[src/rtl/gtla_pkg.sv]
// Package for the greedy track label assignment block: types, sizes and states.
package gtla_pkg;

    localparam int MAX_DETS = 4;
    localparam int IDX_W    = (MAX_DETS > 1) ? $clog2(MAX_DETS) : 1;
    localparam int CNT_W    = $clog2(MAX_DETS + 1);
    localparam int DIST_W   = 33;
    localparam int SUM_W    = 16 + CNT_W;
    localparam int GATE_RESET = 480;

    localparam logic [2:0] LBL_TL = 3'd1;
    localparam logic [2:0] LBL_TR = 3'd2;
    localparam logic [2:0] LBL_BL = 3'd3;
    localparam logic [2:0] LBL_BR = 3'd4;

    typedef struct packed {
        logic [15:0] x_pos;
        logic [15:0] y_pos;
        logic        last_det;
        logic        empty_frame;
    } req_t;

    typedef struct packed {
        logic [2:0] det_label;
        logic       inherited;
        logic       last_result;
    } result_t;

    typedef enum logic [2:0] {
        ST_IDLE,
        ST_SCAN,
        ST_TAKE,
        ST_QUAD,
        ST_EMIT
    } state_t;

endpackage

[src/rtl/gtla_dist_unit.sv]
// Shared squared-distance unit: one axis difference squared per cycle, summed over both axes.
module gtla_dist_unit (
    input  logic                       clk,
    input  logic                       first,
    input  logic [15:0]                a,
    input  logic [15:0]                b,
    output logic [gtla_pkg::DIST_W-1:0] dist_sq
);
    import gtla_pkg::*;

    logic [15:0]       diff;
    logic [31:0]       sq_reg;
    logic [DIST_W-1:0] acc_reg;

    // Absolute difference feeds the squarer register.
    assign diff = (a >= b) ? (a - b) : (b - a);

    always_ff @(posedge clk)
    begin
        sq_reg  <= diff * diff;
        acc_reg <= first ? {1'b0, sq_reg} : (acc_reg + {1'b0, sq_reg});
    end

    assign dist_sq = acc_reg;
endmodule

[src/rtl/greedy_track_label_assign.sv]
// Top level of the greedy track label assignment block.
//
// A request loads one centroid; a non-final one leaves the block idle. The request
// with last_det set closes the frame: the block then scans every current and
// previous pair through one shared squarer, takes the best match, repeats the
// scan once per match taken, labels the unmatched ones by quadrant and then
// emits one result per cycle on the strobe. With n detections and m history
// entries at most min(n,m) matches are taken; with no history the scan is
// skipped. Results cannot be stalled by the receiver.
module greedy_track_label_assign (
    input  logic                clk,
    input  logic                rst_n,
    input  logic                start,
    output logic                busy,
    input  gtla_pkg::req_t      req,
    input  logic                cfg_we,
    input  logic [15:0]         cfg_wdata,
    output logic                result_valid,
    output gtla_pkg::result_t   result
);
    import gtla_pkg::*;

    state_t state_reg, state_next;

    logic [15:0]      gate_reg;
    logic [15:0]      cur_x  [MAX_DETS];
    logic [15:0]      cur_y  [MAX_DETS];
    logic [15:0]      prev_x [MAX_DETS];
    logic [15:0]      prev_y [MAX_DETS];
    logic [2:0]       prev_label [MAX_DETS];
    logic [2:0]       label_reg  [MAX_DETS];
    logic [MAX_DETS-1:0] matched_reg, used_reg;
    logic [CNT_W-1:0] cur_cnt_reg, prev_cnt_reg;
    logic [SUM_W-1:0] sx_reg, sy_reg;

    // Scan position: current index, previous index, phase within a pair.
    logic [IDX_W-1:0] si_reg, sj_reg, bi_reg, bj_reg;
    logic [1:0]       ph_reg;
    logic             found_reg;
    logic [DIST_W-1:0] best_reg;
    logic [IDX_W-1:0] oi_reg;

    logic             accept;
    logic [DIST_W-1:0] pair_dist;
    logic [31:0]      gate_sq;
    logic [15:0]      ua, ub;
    logic             pair_ok, last_pair;
    logic [SUM_W+CNT_W-1:0] vx_n, vy_n;
    logic             top, left;

    assign accept  = start && !busy;
    assign gate_sq = gate_reg * gate_reg;

    // Feed the unit: x axis in phase 0, y axis in phase 1.
    assign ua = (ph_reg == 2'd0) ? cur_x[si_reg] : cur_y[si_reg];
    assign ub = (ph_reg == 2'd0) ? prev_x[sj_reg] : prev_y[sj_reg];

    gtla_dist_unit u_dist (
        .clk    (clk),
        .first  (ph_reg == 2'd1),
        .a      (ua),
        .b      (ub),
        .dist_sq(pair_dist)
    );

    // The pair counts when both sides are free; the distance is valid in phase 3.
    assign pair_ok   = !matched_reg[si_reg] && !used_reg[sj_reg];
    assign last_pair = ({1'b0, si_reg} == CNT_W'(cur_cnt_reg - 1'b1))
                    && ({1'b0, sj_reg} == CNT_W'(prev_cnt_reg - 1'b1));

    // Quadrant test for the entry at oi_reg: v * n < sum.
    assign vx_n = cur_x[oi_reg] * cur_cnt_reg;
    assign vy_n = cur_y[oi_reg] * cur_cnt_reg;
    assign left = vx_n < {{CNT_W{1'b0}}, sx_reg};
    assign top  = vy_n < {{CNT_W{1'b0}}, sy_reg};

    // Next state.
    always_comb
    begin
        state_next = state_reg;
        unique case (state_reg)
            ST_IDLE:
                if (accept && !req.empty_frame && req.last_det)
                    state_next = (prev_cnt_reg == '0) ? ST_QUAD : ST_SCAN;
            ST_SCAN:
                if (ph_reg == 2'd3 && last_pair)
                    state_next = ST_TAKE;
            ST_TAKE:
                state_next = found_reg ? ST_SCAN : ST_QUAD;
            ST_QUAD:
                if ({1'b0, oi_reg} == CNT_W'(cur_cnt_reg - 1'b1))
                    state_next = ST_EMIT;
            ST_EMIT:
                if ({1'b0, oi_reg} == CNT_W'(cur_cnt_reg - 1'b1))
                    state_next = ST_IDLE;
            default:
                state_next = ST_IDLE;
        endcase
    end

    // Outputs.
    always_comb
    begin
        busy         = (state_reg != ST_IDLE);
        result_valid = (state_reg == ST_EMIT);
        result.det_label   = label_reg[oi_reg];
        result.inherited   = matched_reg[oi_reg];
        result.last_result = ({1'b0, oi_reg} == CNT_W'(cur_cnt_reg - 1'b1));
    end

    // Control registers.
    always_ff @(posedge clk or negedge rst_n)
    begin
        if (!rst_n)
        begin
            state_reg    <= ST_IDLE;
            gate_reg     <= 16'(GATE_RESET);
            cur_cnt_reg  <= '0;
            prev_cnt_reg <= '0;
            sx_reg       <= '0;
            sy_reg       <= '0;
            matched_reg  <= '0;
            used_reg     <= '0;
            si_reg       <= '0;
            sj_reg       <= '0;
            ph_reg       <= '0;
            found_reg    <= 1'b0;
            oi_reg       <= '0;
        end
        else
        begin
            state_reg <= state_next;
            if (cfg_we)
                gate_reg <= cfg_wdata;
            unique case (state_reg)
                ST_IDLE:
                begin
                    if (accept)
                    begin
                        if (req.empty_frame)
                        begin
                            prev_cnt_reg <= '0;
                            cur_cnt_reg  <= '0;
                            sx_reg       <= '0;
                            sy_reg       <= '0;
                        end
                        else
                        begin
                            if (cur_cnt_reg < CNT_W'(MAX_DETS))
                            begin
                                cur_cnt_reg <= cur_cnt_reg + 1'b1;
                                sx_reg <= sx_reg + SUM_W'(req.x_pos);
                                sy_reg <= sy_reg + SUM_W'(req.y_pos);
                            end
                            matched_reg <= '0;
                            used_reg    <= '0;
                            si_reg      <= '0;
                            sj_reg      <= '0;
                            ph_reg      <= '0;
                            found_reg   <= 1'b0;
                            oi_reg      <= '0;
                        end
                    end
                end
                ST_SCAN:
                begin
                    ph_reg <= ph_reg + 2'd1;
                    if (ph_reg == 2'd3)
                    begin
                        if (pair_ok && pair_dist <= {1'b0, gate_sq}
                            && (!found_reg || pair_dist < best_reg))
                            found_reg <= 1'b1;
                        if ({1'b0, sj_reg} == CNT_W'(prev_cnt_reg - 1'b1))
                        begin
                            sj_reg <= '0;
                            si_reg <= si_reg + 1'b1;
                        end
                        else
                            sj_reg <= sj_reg + 1'b1;
                    end
                end
                ST_TAKE:
                begin
                    if (found_reg)
                    begin
                        matched_reg[bi_reg] <= 1'b1;
                        used_reg[bj_reg]    <= 1'b1;
                    end
                    found_reg <= 1'b0;
                    si_reg    <= '0;
                    sj_reg    <= '0;
                    ph_reg    <= '0;
                end
                ST_QUAD:
                begin
                    if ({1'b0, oi_reg} == CNT_W'(cur_cnt_reg - 1'b1))
                        oi_reg <= '0;
                    else
                        oi_reg <= oi_reg + 1'b1;
                end
                ST_EMIT:
                begin
                    if ({1'b0, oi_reg} == CNT_W'(cur_cnt_reg - 1'b1))
                    begin
                        oi_reg       <= '0;
                        prev_cnt_reg <= cur_cnt_reg;
                        cur_cnt_reg  <= '0;
                        sx_reg       <= '0;
                        sy_reg       <= '0;
                    end
                    else
                        oi_reg <= oi_reg + 1'b1;
                end
                default:
                begin
                end
            endcase
        end
    end

    // Payload storage: centroids, best candidate, labels and history.
    always_ff @(posedge clk)
    begin
        if (state_reg == ST_IDLE && accept && !req.empty_frame
            && cur_cnt_reg < CNT_W'(MAX_DETS))
        begin
            cur_x[cur_cnt_reg[IDX_W-1:0]] <= req.x_pos;
            cur_y[cur_cnt_reg[IDX_W-1:0]] <= req.y_pos;
        end
        if (state_reg == ST_SCAN && ph_reg == 2'd3 && pair_ok
            && pair_dist <= {1'b0, gate_sq} && (!found_reg || pair_dist < best_reg))
        begin
            best_reg <= pair_dist;
            bi_reg   <= si_reg;
            bj_reg   <= sj_reg;
        end
        if (state_reg == ST_TAKE && found_reg)
            label_reg[bi_reg] <= prev_label[bj_reg];
        if (state_reg == ST_QUAD && !matched_reg[oi_reg])
        begin
            if (top && left)
                label_reg[oi_reg] <= LBL_TL;
            else if (top)
                label_reg[oi_reg] <= LBL_TR;
            else if (left)
                label_reg[oi_reg] <= LBL_BL;
            else
                label_reg[oi_reg] <= LBL_BR;
        end
        if (state_reg == ST_EMIT)
        begin
            prev_x[oi_reg]     <= cur_x[oi_reg];
            prev_y[oi_reg]     <= cur_y[oi_reg];
            prev_label[oi_reg] <= label_reg[oi_reg];
        end
    end
endmodule
[config.mk]
export PLATFORM = sky130hd
export DESIGN_NAME = greedy_track_label_assign
export DESIGN_NICKNAME = d
export VERILOG_FILES = /design/src/rtl/gtla_pkg.sv /design/src/rtl/gtla_dist_unit.sv /design/src/rtl/greedy_track_label_assign.sv
export SDC_FILE = /design/constraint.sdc
export NUM_CORES = 2
export LEC_CHECK = 0
export BUFFER_PORTS_ARGS = -buffer_cell sky130_fd_sc_hd__buf_2
export CAP_MARGIN = 15
export CORE_MARGIN = 3
export CORE_UTILIZATION = 55
export DETAILED_ROUTE_END_ITERATION = 12
export GPL_TIMING_DRIVEN = 0
export PLACE_DENSITY = 0.82
export SLEW_MARGIN = 10
export SYNTH_ARGS = -nofsm -noshare
export SYNTH_HDL_FRONTEND = slang
export SYNTH_SLANG_ARGS = --single-unit
export TNS_END_PERCENT = 50
[constraint.sdc]
create_clock -name clk -period 12.8 [get_ports clk]
set_input_delay 0.64 -clock clk [delete_from_list [all_inputs] [get_ports clk]]
set_output_delay 0.64 -clock clk [all_outputs]
set_load 0.05 [all_outputs]
======== After elaboration in Yosys (flattened, before gate mapping) ========
Memories as Yosys holds them, arrays and structs flattened. A register that Yosys moved wholly into a read port is not among the register bits.
Cells that the tools add are included.
storage, ports and cells
  memories ................................ 6
  bits in registers ....................... 182
  bits in writable memories ............... 280
  output and inout port bits .............. 7
  input bits .............................. 54
  word-level logic and storage cells ...... 216
memory list
  memory      words  bits a word  read ports  clocked after Yosys merged registers in  wr ports  line                             source
  cur_x       4      16           2           0                                        1         greedy_track_label_assign.sv:26  logic [15:0] cur_x [MAX_DETS];
  cur_y       4      16           2           0                                        1         greedy_track_label_assign.sv:27  logic [15:0] cur_y [MAX_DETS];
  prev_x      4      16           1           0                                        1         greedy_track_label_assign.sv:28  logic [15:0] prev_x [MAX_DETS];
  prev_y      4      16           1           0                                        1         greedy_track_label_assign.sv:29  logic [15:0] prev_y [MAX_DETS];
  label_reg   4      3            1           0                                        1         greedy_track_label_assign.sv:31  logic [2:0] label_reg [MAX_DETS];
  prev_label  4      3            1           1                                        1         greedy_track_label_assign.sv:30  logic [2:0] prev_label [MAX_DETS];
cells by class
  bitwise operators ....................... 5
  reduce and logical (&&, ||, !) cells .... 46
  add/subtract/negate cells ............... 12
  equality and inequality tests ........... 21
  $lt $le $gt $ge ......................... 13
  multiply operators ...................... 4
  muxes and demuxes ....................... 90
operator list
  cell                  number
  $mux W19              7
  $pmux W19 S2          2
  $mul A16 B16 Y32      2
  $mux W16              3
  $mux W3               14
  $add A19 B16 Y19      2
  $lt A19 B19 Y1        2
  $mul A16 B3 Y19       2
  $add A33 B32 Y33      1
  $le A33 B32 Y1        1
  $lt A33 B33 Y1        1
  $mux W1               33
  $mux W32              1
  $sub A16 B16 Y16      2
  $mux W2               11
  $logic_and A1 B1 Y1   20
  $ne A2 B2 Y1 const B  10
  $reduce_and A4 Y1     5
  $pmux W2 S3           3
  $ge A16 B16 Y1        1
  $mux W4               4
  $pmux W4 S2           2
  $lt A2 B3 Y1 const B  5
  $pmux W3 S5           1
  30 further kinds      56

======== Logic depth before layout (Yosys ltp) ========
An unclocked memory read counts as a cell.
  depth in word-level cells ............... 12
  depth in mapped cells ................... 43

======== By module ========
A second synthesis with hierarchy kept.
second synthesis, totals
  cells, all modules ...................... 3886
  area, all modules ....................... 41566.1 µm²
modules (own cells, without submodules)
  module                     cells each  area an instance (µm²)  instances
  greedy_track_label_assign  2515        29642.2                 1
  gtla_dist_unit             1371        11923.9                 1

======== Least setup slack after synthesis ========
OpenSTA, ideal clock, no wires.
  path kind ............................... register to register
  start point ............................. reg gate_reg[5]
  end point ............................... reg best_reg[0], enable pin
  path buffers ............................ 2
  data arrival time ....................... 10.057 ns
  cell stages (with the launch flop) ...... 30
  setup time .............................. 0.487 ns
  slack ................................... 2.255 ns
  clock period less this slack ............ 10.545 ns
  path through ............................ dfstp_2 -> clkbuf_1 -> clkbuf_1 -> nand2_1 -> fa_1 -> inv_1 -> fa_1 -> fa_1 -> fa_1 -> fa_1 -> inv_1 -> fa_1 -> inv_1 -> ha_1 -> a21o_1 -> a21o_1 -> a221oi_1 -> o31a_1 -> o221a_2 -> o211ai_1 -> a31oi_1 -> o21bai_1 -> xnor2_1 -> ha_1 -> nand2_1 -> nor4_1 -> nand3_1 -> nor3_1 -> a21oi_1 -> a211oi_1
between the ends
  word-level cells in the longest chain between the ends .. 4
ends and longest elaborated chain
  what                              line                              source
  from (decl)                       greedy_track_label_assign.sv:25   logic [15:0] gate_reg;
  from (signal assigned)            greedy_track_label_assign.sv:117  gate_reg <= 16'(GATE_RESET);
  from (signal assigned)            greedy_track_label_assign.sv:134  gate_reg <= cfg_wdata;
  $mul A16 B16 Y32                  greedy_track_label_assign.sv:52   assign gate_sq = gate_reg * gate_reg;
  $le A33 B32 Y1                    greedy_track_label_assign.sv:231  && pair_dist <= {1'b0, gate_sq} && (!found_reg || pair_dist < best_reg))
  $logic_and A1 B1 Y1 (2 in a row)  greedy_track_label_assign.sv:231
  to (signal assigned)              greedy_track_label_assign.sv:233  best_reg <= pair_dist;
  to (decl)                         greedy_track_label_assign.sv:40   logic [DIST_W-1:0] best_reg;
No other way between the ends.
A chain may end at the register's enable or synchronous reset.

======== Final worst setup path ========
  start point ............................. reg si_reg[0]
  end point ............................... reg u_dist.sq_reg[30]
between the ends
  word-level cells in the longest chain between the ends .. 5
  elaborated cells on any way between the ends .. 8
  those cells by class .................... 2 x add/sub; 1 x mul; 1 x order compare; 2 x mux; 2 x memory
ends and longest elaborated chain
  what                                                line                              source
  from (decl)                                         greedy_track_label_assign.sv:37   logic [IDX_W-1:0] si_reg, sj_reg, bi_reg, bj_reg;
  from (signal assigned)                              greedy_track_label_assign.sv:176  si_reg <= si_reg + 1'b1;
  $mem_v2 Z4 W16, on equally long branches            n/a
  $mux W16 *                                          greedy_track_label_assign.sv:55   assign ua = (ph_reg == 2'd0) ? cur_x[si_reg] : cur_y[si_reg];
  $sub A16 B16 Y16 or $ge A16 B16 Y1 (tied branches)  gtla_dist_unit.sv:16              assign diff = (a >= b) ? (a - b) : (b - a);
  $mux W16 *                                          gtla_dist_unit.sv:16
  $mul A16 B16 Y32 *                                  gtla_dist_unit.sv:20              sq_reg <= diff * diff;
  to (signal assigned)                                gtla_dist_unit.sv:20
  to (decl)                                           gtla_dist_unit.sv:12              logic [31:0] sq_reg;
Every way passes the cells marked *; elsewhere a longest branch is shown, timed or not.

==> flow_summary.yaml <==
floorplan:
  io_pins: 61
  die_w_um: 280
  rows: 99
  design.core.area_um2: 73800
  dieArea_um2: 78600
  start_util_pct: 56.1
  fp.dieH_um: 280
synthesis:
  syn-num-nets: 4738
  netlist.top_cell.by_area: "edfxtp_1"
  synth_edf_count: 317
  ys_seq_area_share_pct: 31.0
  syn_avg_cell_area_um2: 10.7
  synth.top_cell.area_share_pct: 23.0
  synthArstFlopShare_pct: 17.3
  synth.most_common_cell: "inv_1"
  syn_inst: 3881
  yosys_warnings: 0
  ys.flop_type: "edfxtp_1"
  yosys-top-cells-area: "edfxtp_1, fa_1, ha_1, inv_1, mux4_2"
  synth-seq-cells: 463
  syn-cell-area_um2: 41400
  yosys-top-cells-count: "inv_1, ha_1, fa_1, nand2_1, edfxtp_1"
  synth_cell_types: 111
clocking:
  cts_sinks: 463
  tritoncts: "done"
  cts_resized: 0
  root_buffer: "clkbuf_16"
  cts_made_buffers: 49
  clk_pin_slew_worst_paths_ns: 0.06
  htreeDepth: 2
  cts_post_setup_buffers_inserted: 0
  clockBufferDepth: 3
  insertion_delay_ns: 0.63
timing:
  period_share_pct: 91.4
  fin_crit_ns: 11.71
  setup_tns_ns: 0
  tightestPinTransition_ns: 1.12
  slew_headroom_pct: 25.0
  setup_viol: 0
  hold_viol: 0
  fmax_ghz: 0.0854
  clock-skew-final_ns: 0.0385
  maxSlewViolCount: 0
  grt_setup_unrepaired: "no"
global_route:
  grt_max_degree: 48
  overflow: 0
  grt_antenna_before_repair: 1
  grtUsageTotal_pct: 26.0
  grt_pass1_vias: 31200
  grt_pass1_wl_um: 162000
critical_path:
  cp-start-kind: "flip-flop"
  critPathCaptureType: "flip-flop"
  path_common_cell: "fa_1"
  path_max_fanout: 10
  worst_path_max_delay_cell: "xor2_1"
  worstSetupPathType: "reg -> reg"
  worstPathRequired_ns: 13.29
  critPathArrivalTime_ns: 12.20
  slowest_delay_ns: 0.87
place:
  place_congestion: 0.904
  hpwl_um: 77500
  port_buffers: 60
routing:
  wl_um: 99800
  dr.pass1.iters: 5
  ant_nets: 0
  via_per_inst: 5.93
  drc: 0
  vias: 29700
  drtIter0Drc: 2382
  avgRoutedWirePerCell_um: 19.9
final_layout:
  seq_area_um2: 12800
  area_growth_pct: 8.15
  fill_cells: 5676
  drive_gt1_share_pct: 9.83
  multi_input_area_um2: 25600
  nets: 4863
  diodes: 0
status:
  status: "complete, no violations"
run:
  max_cap_viol_count: 0
worst_hold_path:
  hold_class: "in -> reg"
-- critical path, delay by kind of cell, from the launching register on --
kind / cells / cell delay [ns]
adder cells (fa/ha/maj): 9 / 3.96
AO/OA/AOI/OAI: 8 / 1.57
buffers and inverters: 9 / 1.99
AND/OR/NAND/NOR: 6 / 1.80
multiplexers: 2 / 0.84
flip-flops: 1 / 0.36
XOR/XNOR: 2 / 1.01
-- stage by stage --
step	utilization [%]	hold WS, ns	setup slack [ns]	std cells	instance area, um2
after detailed placement	58.5	0.448	1.43	4912	43200
after floorplan	-	0.344	2.26	3881	41400
after CTS	60.7	0.232	1.25	5005	44800
after global routing	60.7	0.254	0.387	5006	44800
final	60.7	0.258	1.09	5006	44800
after global placement	58.1	0.422	-0.518	4900	42900
-- layout by cell type (no fill, tap or decap), drive strengths merged, types with 9 or more instances in the layout --
cell      n
a31oi    28
xnor2   103
mux2     17
ha      442
or2      24
nand3    44
clkinv   16
inv     672
nor2    204
o22ai    30
o211ai   12
or3      17
and4      9
dfrtp    76
o21a     10
nand2   350
o21ai   145
buf     116
a21o     75
dfxtp    66
clkbuf  135
o21bai   33
nor2b    22
nand4    19
nor3     50
o31ai    20
nand2b   34
fa      361
edfxtp  317
a211oi   18
and2     61
and3     22
mux2i    38
a21oi   156
mux4    105
xor2     74
-- routing by layer --
metal	track usage [%]	vias to the layer above	routed length, um
met2	44.8	1232	49400
met4	13.2	0	5580
met5	0	-	0
met3	3.84	328	6980
met1	31.9	14600	37900
li1	-	13500	-
-- cell families after synthesis --
kind of cell / synth area share [%]
and+or+nand+nor: 9.99
adders and majority gates: 30.8
buffers and inverters: 7.27
AOI/OAI and AO/OA: 9.92
DFF: 31.0
xor gates and xnor gates: 3.88
muxes: 7.10
-- path summary, 6_finish.rpt --
kind	from	end	slack [ns]	depth (start not counted)
worst max-delay path	si_reg[0]	u_dist.sq_reg[30]	1.09	36
worst min-delay path	cfg_wdata[2]	gate_reg[2]	0.26	3
worst max register to register	si_reg[0]	u_dist.sq_reg[30]	1.09	36
worst min register to register	u_dist.sq_reg[26]	u_dist.dist_sq[26]	0.46	2
max in group asynchronous	rst_n	gate_reg[5]	11.52	3
min in group asynchronous	rst_n	sx_reg[0]	0.53	2
-- repair_timing --
action	in CTS	in global routing
setup endpoints to repair	0	0
endpoints found under the hold margin	33	0
hold buffers	1	0
-- cell type report --
type	instances	share of cell area, %
tap	959	2.68
clock inverter	21	0.425
buffer	107	1.09
inverter	671	5.63
multi-input combinational	2640	57.1
sequential	463	28.7
timing repair buffer	74	1.22
clock buffer	71	3.15
Power is not shown: default switching activity piles up to over one toggle a cycle in this logic, so the estimate is an artifact.
